[src/design/ps2med_pkg.sv]
package ps2med_pkg;

    // Bit in the first byte of a packet that is always set by the mouse.
    localparam logic [7:0] FLAG_SYNC_MASK     = 8'h08;
    // X and Y overflow bits of the first byte.
    localparam logic [7:0] FLAG_OVERFLOW_MASK = 8'hC0;
    // Left, right and middle button bits of the first byte.
    localparam logic [7:0] FLAG_BUTTON_MASK   = 8'h07;

    localparam int unsigned NUM_BUTTONS = 3;
    // One slot per button plus one for the move event.
    localparam int unsigned NUM_SLOTS   = NUM_BUTTONS + 1;

    // Event kinds on the result channel.
    localparam logic EVENT_BUTTON = 1'b0;
    localparam logic EVENT_MOVE   = 1'b1;

    // Button levels.
    localparam logic [7:0] LEVEL_RELEASED = 8'd0;
    localparam logic [7:0] LEVEL_PRESSED  = 8'd1;

    typedef logic [NUM_SLOTS-1:0] slot_mask_t;

endpackage

[src/design/ps2_mouse_packet_event_decoder.sv]
// PS/2 mouse packet event decoder.
// The s_ channel takes one byte per transfer from a PS/2 controller together
// with a flag that marks it as auxiliary (mouse) data; keyboard bytes are
// dropped. Mouse bytes are assembled into three-byte packets. When a packet
// completes without overflow, the block produces one button event for each
// of left, right and middle that changed since the last packet, in that
// order, followed by one move event if either delta is nonzero. m_last marks
// the final event of a packet.
// The events of a packet are offered on the m_ channel in the cycle after
// its third byte is taken. A byte that produces no event does not hold up
// the next byte; a completing packet occupies the result register until
// all its events (up to four) are transferred, since the result channel
// carries one event per transfer. The next byte is taken in the same cycle
// the final event of the previous packet is transferred.
// Reset (synchronous, active low) clears the packet phase, the stored packet
// bytes, the held buttons and any pending events.
// While the receiver holds m_ready low, the current event stays on m_ and
// s_ready stays low once the pending events cannot be cleared this cycle.
module ps2_mouse_packet_event_decoder (
    input  logic                              aclk,
    input  logic                              aresetn,
    input  logic                              s_valid,
    output logic                              s_ready,
    input  logic [7:0]                        s_data_byte,
    input  logic                              s_from_aux,
    output logic                              m_valid,
    input  logic                              m_ready,
    output logic                              m_event_kind,
    output logic signed [7:0]                 m_code_or_dx,
    output logic signed [7:0]                 m_level_or_dy,
    output logic                              m_last
);
    import ps2med_pkg::*;

    localparam logic [1:0] PHASE_FLAG = 2'd0;
    localparam logic [1:0] PHASE_X    = 2'd1;
    localparam logic [1:0] PHASE_Y    = 2'd2;

    logic [1:0]             phase_reg, phase_next;
    logic [7:0]             flag_reg, flag_next;
    logic [7:0]             x_reg, x_next;
    logic [NUM_BUTTONS-1:0] held_reg, held_next;

    // Pending events of the last completed packet.
    slot_mask_t             pend_reg, pend_next;
    logic [NUM_BUTTONS-1:0] pend_level_reg, pend_level_next;
    logic [7:0]             pend_dx_reg, pend_dx_next;
    logic [7:0]             pend_dy_reg, pend_dy_next;

    logic                   s_fire;
    logic                   m_fire;
    slot_mask_t             pend_rest;
    logic [1:0]             sel_idx;
    logic [NUM_BUTTONS-1:0] now_buttons;
    logic [NUM_BUTTONS-1:0] changed;
    logic [7:0]             dy_neg;

    // Clearing the lowest set bit leaves the events still to go.
    assign pend_rest = pend_reg & (pend_reg - slot_mask_t'(1));

    assign m_valid = (pend_reg != '0);
    assign m_fire  = m_valid && m_ready;
    assign s_ready = (pend_reg == '0) || (m_ready && (pend_rest == '0));
    assign s_fire  = s_valid && s_ready;

    always_comb begin
        if (pend_reg[0]) begin
            sel_idx = 2'd0;
        end else if (pend_reg[1]) begin
            sel_idx = 2'd1;
        end else if (pend_reg[2]) begin
            sel_idx = 2'd2;
        end else begin
            sel_idx = 2'd3;
        end
    end

    always_comb begin
        if (sel_idx == 2'd3) begin
            m_event_kind  = EVENT_MOVE;
            m_code_or_dx  = pend_dx_reg;
            m_level_or_dy = pend_dy_reg;
        end else begin
            m_event_kind  = EVENT_BUTTON;
            m_code_or_dx  = {6'd0, sel_idx} + 8'd1;
            m_level_or_dy = pend_level_reg[sel_idx] ? LEVEL_PRESSED : LEVEL_RELEASED;
        end
        m_last = (pend_rest == '0);
    end

    assign now_buttons = flag_reg[NUM_BUTTONS-1:0] & FLAG_BUTTON_MASK[NUM_BUTTONS-1:0];
    assign changed     = held_reg ^ now_buttons;
    assign dy_neg      = 8'd0 - s_data_byte;

    always_comb begin
        phase_next      = phase_reg;
        flag_next       = flag_reg;
        x_next          = x_reg;
        held_next       = held_reg;
        pend_next       = pend_reg;
        pend_level_next = pend_level_reg;
        pend_dx_next    = pend_dx_reg;
        pend_dy_next    = pend_dy_reg;

        if (m_fire) begin
            pend_next = pend_rest;
        end

        if (s_fire && s_from_aux) begin
            case (phase_reg)
                PHASE_X: begin
                    x_next     = s_data_byte;
                    phase_next = PHASE_Y;
                end
                PHASE_Y: begin
                    phase_next = PHASE_FLAG;
                    if ((flag_reg & FLAG_OVERFLOW_MASK) == 8'd0) begin
                        held_next       = now_buttons;
                        pend_level_next = now_buttons;
                        pend_dx_next    = x_reg;
                        pend_dy_next    = dy_neg;
                        pend_next       = {(x_reg != 8'd0) || (dy_neg != 8'd0), changed};
                    end
                end
                default: begin
                    // The flag byte always has its sync bit set; anything
                    // else is dropped so that the packet boundary is found.
                    if ((s_data_byte & FLAG_SYNC_MASK) != 8'd0) begin
                        flag_next  = s_data_byte;
                        phase_next = PHASE_X;
                    end else begin
                        phase_next = PHASE_FLAG;
                    end
                end
            endcase
        end
    end

    always_ff @(posedge aclk) begin
        if (!aresetn) begin
            phase_reg <= PHASE_FLAG;
            flag_reg  <= 8'd0;
            x_reg     <= 8'd0;
            held_reg  <= '0;
            pend_reg  <= '0;
        end else begin
            phase_reg <= phase_next;
            flag_reg  <= flag_next;
            x_reg     <= x_next;
            held_reg  <= held_next;
            pend_reg  <= pend_next;
        end
    end

    always_ff @(posedge aclk) begin
        pend_level_reg <= pend_level_next;
        pend_dx_reg    <= pend_dx_next;
        pend_dy_reg    <= pend_dy_next;
    end

`ifndef SYNTHESIS
    a_phase_legal: assert property (@(posedge aclk) disable iff (!aresetn)
        phase_reg != 2'd3)
        else $error("packet phase reached an unused code");

    a_reset_idle: assert property (@(posedge aclk)
        $past(!aresetn) |-> !m_valid)
        else $error("event offered right after reset");

    a_move_is_last: assert property (@(posedge aclk) disable iff (!aresetn)
        (m_valid && (m_event_kind == EVENT_MOVE)) |-> m_last)
        else $error("move event not marked as the final event");

    a_button_code: assert property (@(posedge aclk) disable iff (!aresetn)
        (m_valid && (m_event_kind == EVENT_BUTTON)) |->
            ((m_code_or_dx == 8'sd1) || (m_code_or_dx == 8'sd2) ||
             (m_code_or_dx == 8'sd3)))
        else $error("button event with an invalid button number");

    a_overflow_drop: assert property (@(posedge aclk) disable iff (!aresetn)
        (s_valid && s_ready && s_from_aux && (phase_reg == PHASE_Y) &&
         ((flag_reg & FLAG_OVERFLOW_MASK) != 8'd0)) |=> !m_valid)
        else $error("overflowed packet produced events");
`endif

endmodule
[config.mk]
export PLATFORM = sky130hd
export DESIGN_NAME = ps2_mouse_packet_event_decoder
export DESIGN_NICKNAME = d
export VERILOG_FILES = /design/src/design/ps2med_pkg.sv /design/src/design/ps2_mouse_packet_event_decoder.sv
export SDC_FILE = /design/constraint.sdc
export NUM_CORES = 1
export LEC_CHECK = 0
export BUFFER_PORTS_ARGS = -buffer_cell sky130_fd_sc_hd__buf_4
export CORE_MARGIN = 5
export CORE_UTILIZATION = 40
export DETAILED_ROUTE_END_ITERATION = 7
export SYNTH_ARGS = -nofsm -noshare
export SYNTH_HDL_FRONTEND = slang
export SYNTH_SLANG_ARGS = --single-unit
[constraint.sdc]
create_clock -name aclk -period 3.31 [get_ports aclk]
set_input_delay 0.1655 -clock aclk [delete_from_list [all_inputs] [get_ports aclk]]
set_output_delay 0.1655 -clock aclk [all_outputs]
set_load 0.02 [all_outputs]
-- Yosys cells after proc, flatten, opt, wreduce, memory -nomap -nowiden
Index checks and enable logic that the tools add are counted.
- add/sub/neg operators: 3
- order comparisons: 1
- equal/unequal tests: 3
- mux-type cells: 15
- bitwise operators: 3
- reduce and logical (&&, ||, !) cells: 16
- operators with widths (kind ; count):
    two-way mux 4 bit ; 4
    two-way mux 8 bit ; 2
    nonzero test 8 bit ; 2
    logical NOT 4 bit ; 2
    logical NOT 8 bit ; 1
    subtractor 1 x 8 -> 8 bit (first input constant) ; 1
    AND reduction 3 bit ; 2
    two-way mux 1 bit ; 5
    bitwise AND 4 bit ; 1
    == test 2 bit (second input constant) ; 2
    logical AND 1 bit ; 4
    two-way mux 2 bit ; 2
    case mux 2 bit (2 select lines) ; 1
    nonzero test 4 bit ; 1
    subtractor 4 x 1 -> 4 bit (second input constant) ; 1
    adder 2 x 1 -> 3 bit (second input constant) ; 1
    less-than comparator 2 x 3 -> 1 bit (second input constant) ; 1
    bitwise XOR 3 bit ; 1
    binary-select mux 1 bit (select 2 bit) ; 1
    == test 2 x 1 -> 1 bit (second input constant) ; 1
    logical OR 1 bit ; 2
    AND reduction 2 bit ; 1
    OR reduction 2 bit ; 1
    inverter 1 bit ; 1
- bits in registers: 44
- output and inout bits: 20

-- Longest topological paths before layout
Gate-level depths: netlist (run 1).
- word-level depth: 8
- gate-level depth with buffers: 7

-- Worst setup path after synthesis (run 1)
Ideal clock, no wire load.
- kind: flip-flop to flip-flop
- from: register pend_reg[1]
- to: register pend_dx_reg[0], enable pin
- setup time: 0.395 ns
- arrival time: 2.250 ns
- required time: 2.915 ns
- slack: 0.666 ns
- stages on the path, launching flop included: 6
- path buffers: 2
- period minus slack after synthesis: 2.644 ns
- cell sequence: dfxtp_1 > buf_6 > or4b_1 > buf_6 > a211o_1 > nor2_1
- cells in the longest elaborated chain, start to end: 8
- ends and longest elaborated chain (element ; line ; text):
    from (decl) ; ps2_mouse_packet_event_decoder.sv:45 ; slot_mask_t pend_reg, pend_next;
    from (signal assigned) ; ps2_mouse_packet_event_decoder.sv:151 ; pend_reg <= pend_next;
    subtractor 4 x 1 -> 4 bit ; ps2_mouse_packet_event_decoder.sv:59 ; assign pend_rest = pend_reg & (pend_reg - slot_mask_t'(1));
    bitwise AND 4 bit ; ps2_mouse_packet_event_decoder.sv:59 ;
    logical NOT 4 bit ; ps2_mouse_packet_event_decoder.sv:63 ; assign s_ready = (pend_reg == '0) || (m_ready && (pend_rest == '0));
    logical AND 1 bit ; ps2_mouse_packet_event_decoder.sv:63 ;
    logical OR 1 bit * ; ps2_mouse_packet_event_decoder.sv:63 ;
    logical AND 1 bit * ; ps2_mouse_packet_event_decoder.sv:64 ; assign s_fire = s_valid && s_ready;
    logical AND 1 bit * ; ps2_mouse_packet_event_decoder.sv:109 ; if (s_fire && s_from_aux) begin
    AND reduction 3 bit (no source line) * ; n/a ;
    to (signal assigned) ; ps2_mouse_packet_event_decoder.sv:157 ; pend_dx_reg <= pend_dx_next;
    to (decl) ; ps2_mouse_packet_event_decoder.sv:47 ; logic [7:0] pend_dx_reg, pend_dx_next;
Every way passes the cells marked *; elsewhere a longest branch is shown, timed or not.
A chain may end at the register's enable or synchronous reset.

-- Worst setup path in the final report (run 1)
- from: register pend_reg[2]
- to: output m_code_or_dx[1]
- cells in the longest elaborated chain, start to end: 5
- ends and longest elaborated chain (element ; line ; text):
    two-way mux 1 bit * ; ps2_mouse_packet_event_decoder.sv:71 ; end else if (pend_reg[2]) begin
    two-way mux 2 bit * ; ps2_mouse_packet_event_decoder.sv:69 ; end else if (pend_reg[1]) begin
    two-way mux 2 bit * ; ps2_mouse_packet_event_decoder.sv:67 ; if (pend_reg[0]) begin
    adder 2 x 1 -> 3 bit / == test 2 bit (equally long branches) ; ps2_mouse_packet_event_decoder.sv:85, ps2_mouse_packet_event_decoder.sv:79 ;
    two-way mux 8 bit * ; ps2_mouse_packet_event_decoder.sv:79 ; if (sel_idx == 2'd3) begin
    to (decl) ; ps2_mouse_packet_event_decoder.sv:29 ; output logic signed [7:0] m_code_or_dx,
Marked as above.

==> impl_results.md, run 1 <==
- Initial Utilization: 40.6%
- GR Overflow Total: 0
- Layout cells sized above 1: between 20% and 30%
- Most frequent cells in the layout: buf_4, o21ai_0, a21oi_1, dfxtp_1, edfxtp_1
- Worst Tran Pin Value: 0.696 ns
- First-pass detailed-route iteration total: 4
- Syn Area/Cell: 9.83 sq um
- CP startpoint kind: flop
- Vias after detailed routing: between 1500 and 2000
- WHS: 0.108 ns
- Met3 Usage GRT: ~3.9%
- Die width: 81.3 um
- Status: complete, no violations
- Vias in the first global route: 1480
- PnR Total Power: 942 uW
- Fin Setup TNS: 0 ns
- Rows: 26
- CP Capture Type: primary output
- Clock buffer depth: 2
- Worst r2r src: pend_reg[0]
- Seq cells post-synth: 41
- Worst hold start: s_data_byte[0]
- Initial antenna violation count: 0
- Post-synthesis sequential area ratio: 49.7%
- Global Route met2 Usage: about 22%
- Slew Limit Fails: 0
- Boundary pin count: 33
- Cell Area, Synth: 0.00203 sq mm
- Crit path to: m_code_or_dx[1]
- VDD IR-drop max: 0.000303 V
- Vias per inst: 5.32
- Clock group share of total power: a little over a third
- Switching power: between 200 and 250 uW
- Critical Path Fanout Max: 19
- Most common cell after layout, fill and taps aside: buf_4
- Global Route Usage Sum: 14.8%
- Clock transition at path regs: approximately 0.090 ns
- Depth of the most critical reg-to-reg path: 4
- Critical path startpoint: pend_reg[2]
- Worst Skew: 0.00423 ns
- Sequential fraction of design power: approximately 57%
- Fmax: 436 MHz
- Max-cap viol count: 0
- Gr busiest metal: met2
- DIE AREA: 0.00661 sq mm
- Slew margin rel.: 53.6%
- R2r setup slk: 1.06 ns
- Hold Crit Class: input pin to flop
- Internal power: 711 uW
- Ys Warns: 0
- CTS H-Tree Depth: 2
- Synth-to-layout area growth: 18.7%
- RePlAce Congestion: 0.767
- LEAKAGE: 0.000849 uW
- Post-CTS sizing: 0
- ANT cells: 0
- Core area: 0.00501 sq mm
- Setup violators final: 0
- Post-DRT Antenna Nets: 0
- Hold Buf Count CTS: 0
- Port-buffer cells: 32
- HPWL Detailed: 3260 um
- Mapped Cells: 207
- Largest net degree at the start of global routing: 23
- DRT Wirelength: 4590 um
- WL per Instance: 14.9 um
- DR DRC count: 0
- Number of buffers created by CTS: 5
- Setup Crit Path Kind: flop to primary output
- Root Driver: clkbuf_8
- Syn_nets: 226
- Clk Latency, worst-skew pair: 0.29 ns
- FF-to-FF End: pend_dy_reg[0]
- PD cells: between 300 and 400 mW/mm^2
- Final net count: ~260
- Worst Path Required: ~3.1 ns
- GR Layer Usage met1: 20.5%
- CTS tree: yes
- Final min period: 2.29 ns
- Comb pwr share: 6.8%
- Hold Fails Final Rpt: 0
- Switching portion of total power: 24.5%
- RSZ-0062 raised after global routing: false
- Iter 0 DRT Violations: 134
- Post-synth cell types: 40
- First-pass GRT wire length: ~7400 um
- Die H: 81.3 um
- CTS Sinks: slightly above 40
- Fin crit share: approximately 69%
- Post CTS Setup Buffer Count: 0
- Critical Path AT: approximately 2.1 ns
power groups by stage:
stage / Combinational, uW / Sequential (uW) / Clock [uW]
2_1_floorplan: 36.9 / 547 / 0
3_3_place_gp: 63.4 / 548 / 0
3_5_place_dp: 63.1 / 548 / 0
4_1_cts: 63.5 / 537 / 348
5_1_grt: 70.2 / 538 / 376
6_report: 64.3 / 537 / 341
final cells by class:
cell class / instances / area [sq um]
fillers: 502 / 2590
flip-flops and latches: 41 / 1010
multi-input cells: 146 / 937
repair buffers: 34 / 255
well taps: 70 / 87.6
clock buffers: 5 / 68.8
inverters: 8 / 30.0
clock inverters: 3 / 25.0
per-layer routing:
metal | share of wire [%] | routed length, um
met3 | 6.3 | 291
met1 | 47 | 2180
met5 | 0 | 0
met4 | 1.1 | 51
met2 | 45 | 2070
cells in the mapped netlist:
cell	instances	share of area, %
a21oi_1	22	5.4
dfxtp_1	22	22
o21ai_0	22	5.4
edfxtp_1	19	28
nand3_1	18	4.4
and2_1	14	4.3
clkbuf_1	9	1.7
inv_1	8	1.5
nor2_1	7	1.3
ha_1	6	3.7
nand2_1	6	1.1
a21o_1	4	1.5
nor3b_1	4	1.5
xnor2_1	4	1.7
xor2_1	4	1.7
a211oi_1	3	1.1
nor3_1	3	0.74
a211o_1	2	0.86
a32oi_1	2	0.86
buf_6	2	1.1
nand4_1	2	0.61
nor2b_1	2	0.61
nor4_1	2	0.61
o21a_1	2	0.74
or3_1	2	0.61
or3b_2	2	0.86
a2111oi_0	1	0.43
a211oi_4	1	0.98
a21oi_2	1	0.43
a221oi_1	1	0.43
clkbuf_2	1	0.25
maj3_1	1	0.49
mux2_2	1	0.55
nand2b_1	1	0.31
nand4b_1	1	0.43
o2111ai_1	1	0.43
o31ai_1	1	0.37
or3b_1	1	0.43
or4_1	1	0.37
or4b_1	1	0.49
cells by family (layout without fill, tap and decap cells):
kind of cell / Yosys count / in the layout / share of synthesized area [%]
xor+xnor: 8 / 8 / 3.44
flops: 41 / 41 / 49.7
compound gates: 63 / 63 / 18.9
simple gates: 67 / 67 / 18.7
buf+inv: 20 / 50 / 4.49
mux: 1 / 1 / 0.553
fa+ha+maj: 7 / 7 / 4.18
worst min path at each step:
stage                endpoint  cells past startpoint
2_1_floorplan  pend_dy_reg[0]                      0
3_3_place_gp   pend_dy_reg[0]                      1
3_5_place_dp   pend_dy_reg[0]                      1
4_1_cts        pend_dy_reg[0]                      1
5_1_grt        pend_dy_reg[0]                      1
6_report       pend_dy_reg[0]                      1
critical path, stage by stage (launching register included):
cell	delay, ns
dfxtp_1	0.62
nor2b_1	0.26
nor2_1	0.07
ha_1	0.38
mux2_2	0.34
buf_4	0.16
per-stage QoR:
stage / utilization [%] / worst slack, ns / std cells / instance area, sq um
global route: 48.2 / 0.737 / 307 / 2410
global placement: 46.3 / 1.12 / 299 / 2320
finish: 48.2 / 1.02 / 307 / 2410
floorplan: - / 0.666 / 207 / 2030
CTS: 48.2 / 0.985 / 307 / 2410
detailed placement: 46.3 / 1.08 / 299 / 2320
No activity file was read; power rests on OpenSTA's default activity.
==> run 2, diff against run 1 <==
--- a/config.mk
+++ b/config.mk
@@ -5,6 +5,7 @@
 export SDC_FILE = /design/constraint.sdc
 export NUM_CORES = 1
 export LEC_CHECK = 0
+export ABC_AREA = 1
 export BUFFER_PORTS_ARGS = -buffer_cell sky130_fd_sc_hd__buf_4
 export CORE_MARGIN = 5
 export CORE_UTILIZATION = 40
==> constraint.sdc (replaced) <==
create_clock -name aclk -period 2 [get_ports aclk]
set_input_delay 0.1 -clock aclk [delete_from_list [all_inputs] [get_ports aclk]]
set_output_delay 0.1 -clock aclk [all_outputs]
set_load 0.02 [all_outputs]
==> impl_results.md, run 2 <==
- Vias per inst: 4.50 (-15%)
- Ys Warns: 0 (unchanged)
- CP Capture Type: primary output
- HPWL Detailed: 3330 um (+2.1%)
- GR Overflow Total: 0 (unchanged)
- Storage element area: 0.00101 sq mm (unchanged)
- Iter 0 DRT Violations: 104 (-22%)
- Count leader, synth: nand2_1
- Fin Setup TNS: 0 ns (unchanged)
- Initial antenna violation count: 0 (unchanged)
- Die H: 81.7 um (+0.51%)
- LEAKAGE: 0.00116 uW (+37%)
- Layout cells sized above 1: 17.9% (-2.4 points)
- Depth of the most critical reg-to-reg path: 8 (+4)
- Asr flop ratio synth: 0% (unchanged)
- Port-buffer cells: 32 (unchanged)
- Syn Area/Cell: 7.80 sq um (-21%)
- Synth-to-layout area growth: 22.1%
- Area of the multi-input gates: 858 sq um (-8.4%)
- Vias in the first global route: 1530 (+3.4%)
- Post-synth cell types: 25 (-38%)
- Cell family with most CP delay: buffers and inverters
- Critical path buffers and inverters: 4 (+3)
- Hold Crit Class: input pin to flop
- Number of synthesized flops with an enable pin: 19 (unchanged)
- Final net count: 320 (+25%)
- Worst Path Required: 1.90 ns (-1.24 ns)
- Setup violators final: 0 (unchanged)
- DIE AREA: 0.00668 sq mm (+1.0%)
- Most frequent cells in the layout: nand2_1, inv_1, buf_4, nor2_1, dfxtp_1
- Critical Path AT: 1.72 ns (-0.41 ns)
- Hold Buf Count CTS: 0 (unchanged)
- Area contributors post-synth: edfxtp_1, dfxtp_1, nand2_1, inv_1, nor2_1
- Final min period: roughly 1.8 ns
- CTS tree: yes
- First-pass detailed-route iteration total: 4 (unchanged)
- Post-synthesis sequential area ratio: 49.1% (-0.57 points)
- CP startpoint kind: flop
- Most common cell after layout, fill and taps aside: nand2_1
- Global Route Usage Sum: 14.7% (-0.034 points)
- VDD IR-drop max: 0.000406 V (+34%)
- Initial Utilization: 40.8% (+0.21 points)
- First-pass GRT wire length: 7420 um (+0.38%)
- Mapped Cells: 264 (+28%)
- CP peak stage delay: 0.39 ns (-0.23 ns)
- Worst Skew: 0.00458 ns (+0.000355 ns)
- Seq cells post-synth: 41 (unchanged)
- RePlAce Congestion: 0.878 (+15%)
- Top cell type's share of synthesized area: 27.7% (-0.32 points)
- Die width: 81.7 um (+0.51%)
- CTS Sinks: 41 (unchanged)
- Slew Limit Fails: 0 (unchanged)
- ANT cells: 0 (unchanged)
- Syn_nets: 283 (+25%)
- CTS H-Tree Depth: 2 (unchanged)
- Post-DRT Antenna Nets: 0 (unchanged)
- Top post-synthesis cells by count: nand2_1, inv_1, nor2_1, a21oi_1, dfxtp_1
- Fin crit share: 90.8%
- Hold depth: 1 (unchanged)
- R2r setup slk: 0.30 ns (-0.76 ns)
- Hold Fails Final Rpt: 0 (unchanged)
- Critical Path Fanout Max: 19 (unchanged)
- Synth area leader: edfxtp_1
- Slew margin rel.: 64.2% (+11 points)
- Core area: 0.00504 sq mm (+0.65%)
- Vias after detailed routing: 1675 (+2.6%)
- Fillers: 493 (-1.8%)
- Clock buffer depth: 2 (unchanged)
- Root Driver: clkbuf_8
- Crit path depth: 8 (+3)
- Cell Area, Synth: 0.00206 sq mm (+1.2%)
- Post CTS Setup Buffer Count: 0 (unchanged)
- Clk Latency, worst-skew pair: 0.29 ns (about the same)
- Boundary pin count: 33 (unchanged)
- RSZ-0062 raised after global routing: false
- Number of buffers created by CTS: 5 (unchanged)
- Slowest-stage cell, CP: dfxtp_1
- WL per Instance: 11.7 um (-22%)
- Clock transition at path regs: 0.08 ns (about the same)
- Max-cap viol count: 0 (unchanged)
- Final cell utilization of the core: 49.8% (+1.6 points)
- CP Cell Sequence: inv_1 -> a21oi_2 -> ha_1 -> buf_4 -> inv_1 -> nor2_1 -> a21oi_1 -> buf_4
- Largest net degree at the start of global routing: 20 (-13%)
- DRT Wirelength: 4350 um (-5.2%)
- Rows: 26 (unchanged)
- Status: complete, no violations
- Worst Tran Pin Value: 0.536 ns (-0.160 ns)
- PD cells: 714 mW/mm^2 (+83%)
- Fmax: 550 MHz
- DR DRC count: 0 (unchanged)
- Setup Crit Path Kind: flop to primary output
- Main synth FF type: dfxtp_1
[run 2: changes by cell type after synthesis, sizes merged, moves of 7 or more]
cell,delta
nand2,+69
inv,+36
nor2,+25
o21ai,-14
and2,-13
clkbuf,-7
[run 2: path summary, 6_finish.rpt]
check / from / end
worst max-delay path: pend_reg[1] / m_level_or_dy[0]
worst min register to register: x_reg[0] / pend_dx_reg[0]
worst max register to register: pend_reg[0] / pend_dy_reg[1]
worst min-delay path: s_data_byte[0] / pend_dy_reg[0]
[run 2: per-stage QoR]
step / power [uW] / std cells / area [sq um] / setup slack [ns] / hold slack, ns
6_report: 1790 / 372 / 2510 / 0.183 / 0.0465
5_1_grt: 1880 / 372 / 2510 / 0.0590 / 0.0353
3_5_place_dp: 1150 / 364 / 2390 / 0.316 / 0.348
4_1_cts: 1820 / 372 / 2510 / 0.0914 / 0.0374
2_1_floorplan: 1060 / 264 / 2060 / 0.0879 / 0.199
3_3_place_gp: 1150 / 364 / 2390 / 0.362 / 0.346
[run 2: metal layers]
metal  share of wire, %  vias to the layer above  track usage [%]
met5                  0                        -                0
met4                1.7                        0             5.65
met3                4.3                        7             3.40
met2                 45                       30             22.5
met1                 49                      738             20.2
li1                   -                      900                -
[run 2: power breakdown]
| part | internal [uW] | total, uW | switching [uW] | leakage [uW] |
|---|---|---|---|---|
| Combinational | 85.9 | 227 | 141 | 0.000774 |
| Clock | 373 | 664 | 291 | 0.0000543 |
| Sequential | 893 | 904 | 11.1 | 0.000336 |
| Total | 1350 | 1790 | 443 | 0.00116 |
[run 2: repair_timing]
action | 4_1_cts | 5_1_grt
endpoints found under the setup margin | 0 | 1
endpoints found under the hold margin | 0 | 0
resized for setup | 0 | 1
[run 2: cell type report]
type	count	share of cell area, %
Inverter	44	6.57
Sequential cell	41	40.2
Multi-Input combinational cell	174	34.2
Timing Repair Buffer	35	11.0
Clock buffer	5	2.74
Tap cell	70	3.49
Clock inverter	3	1.84
[run 2: cell families (layout without fill, tap and decap cells)]
| logic type | count (synthesis) | count (layout) | share of synthesized area [%] |
|---|---|---|---|
| AO/OA/AOI/OAI | 32 | 32 | 8.39 |
| XOR/XNOR | 5 | 5 | 2.13 |
| adder cells (fa/ha/maj) | 6 | 6 | 3.65 |
| buffers and inverters | 49 | 87 | 9.36 |
| flip-flops | 41 | 41 | 49.1 |
| AND/OR/NAND/NOR | 131 | 131 | 27.4 |
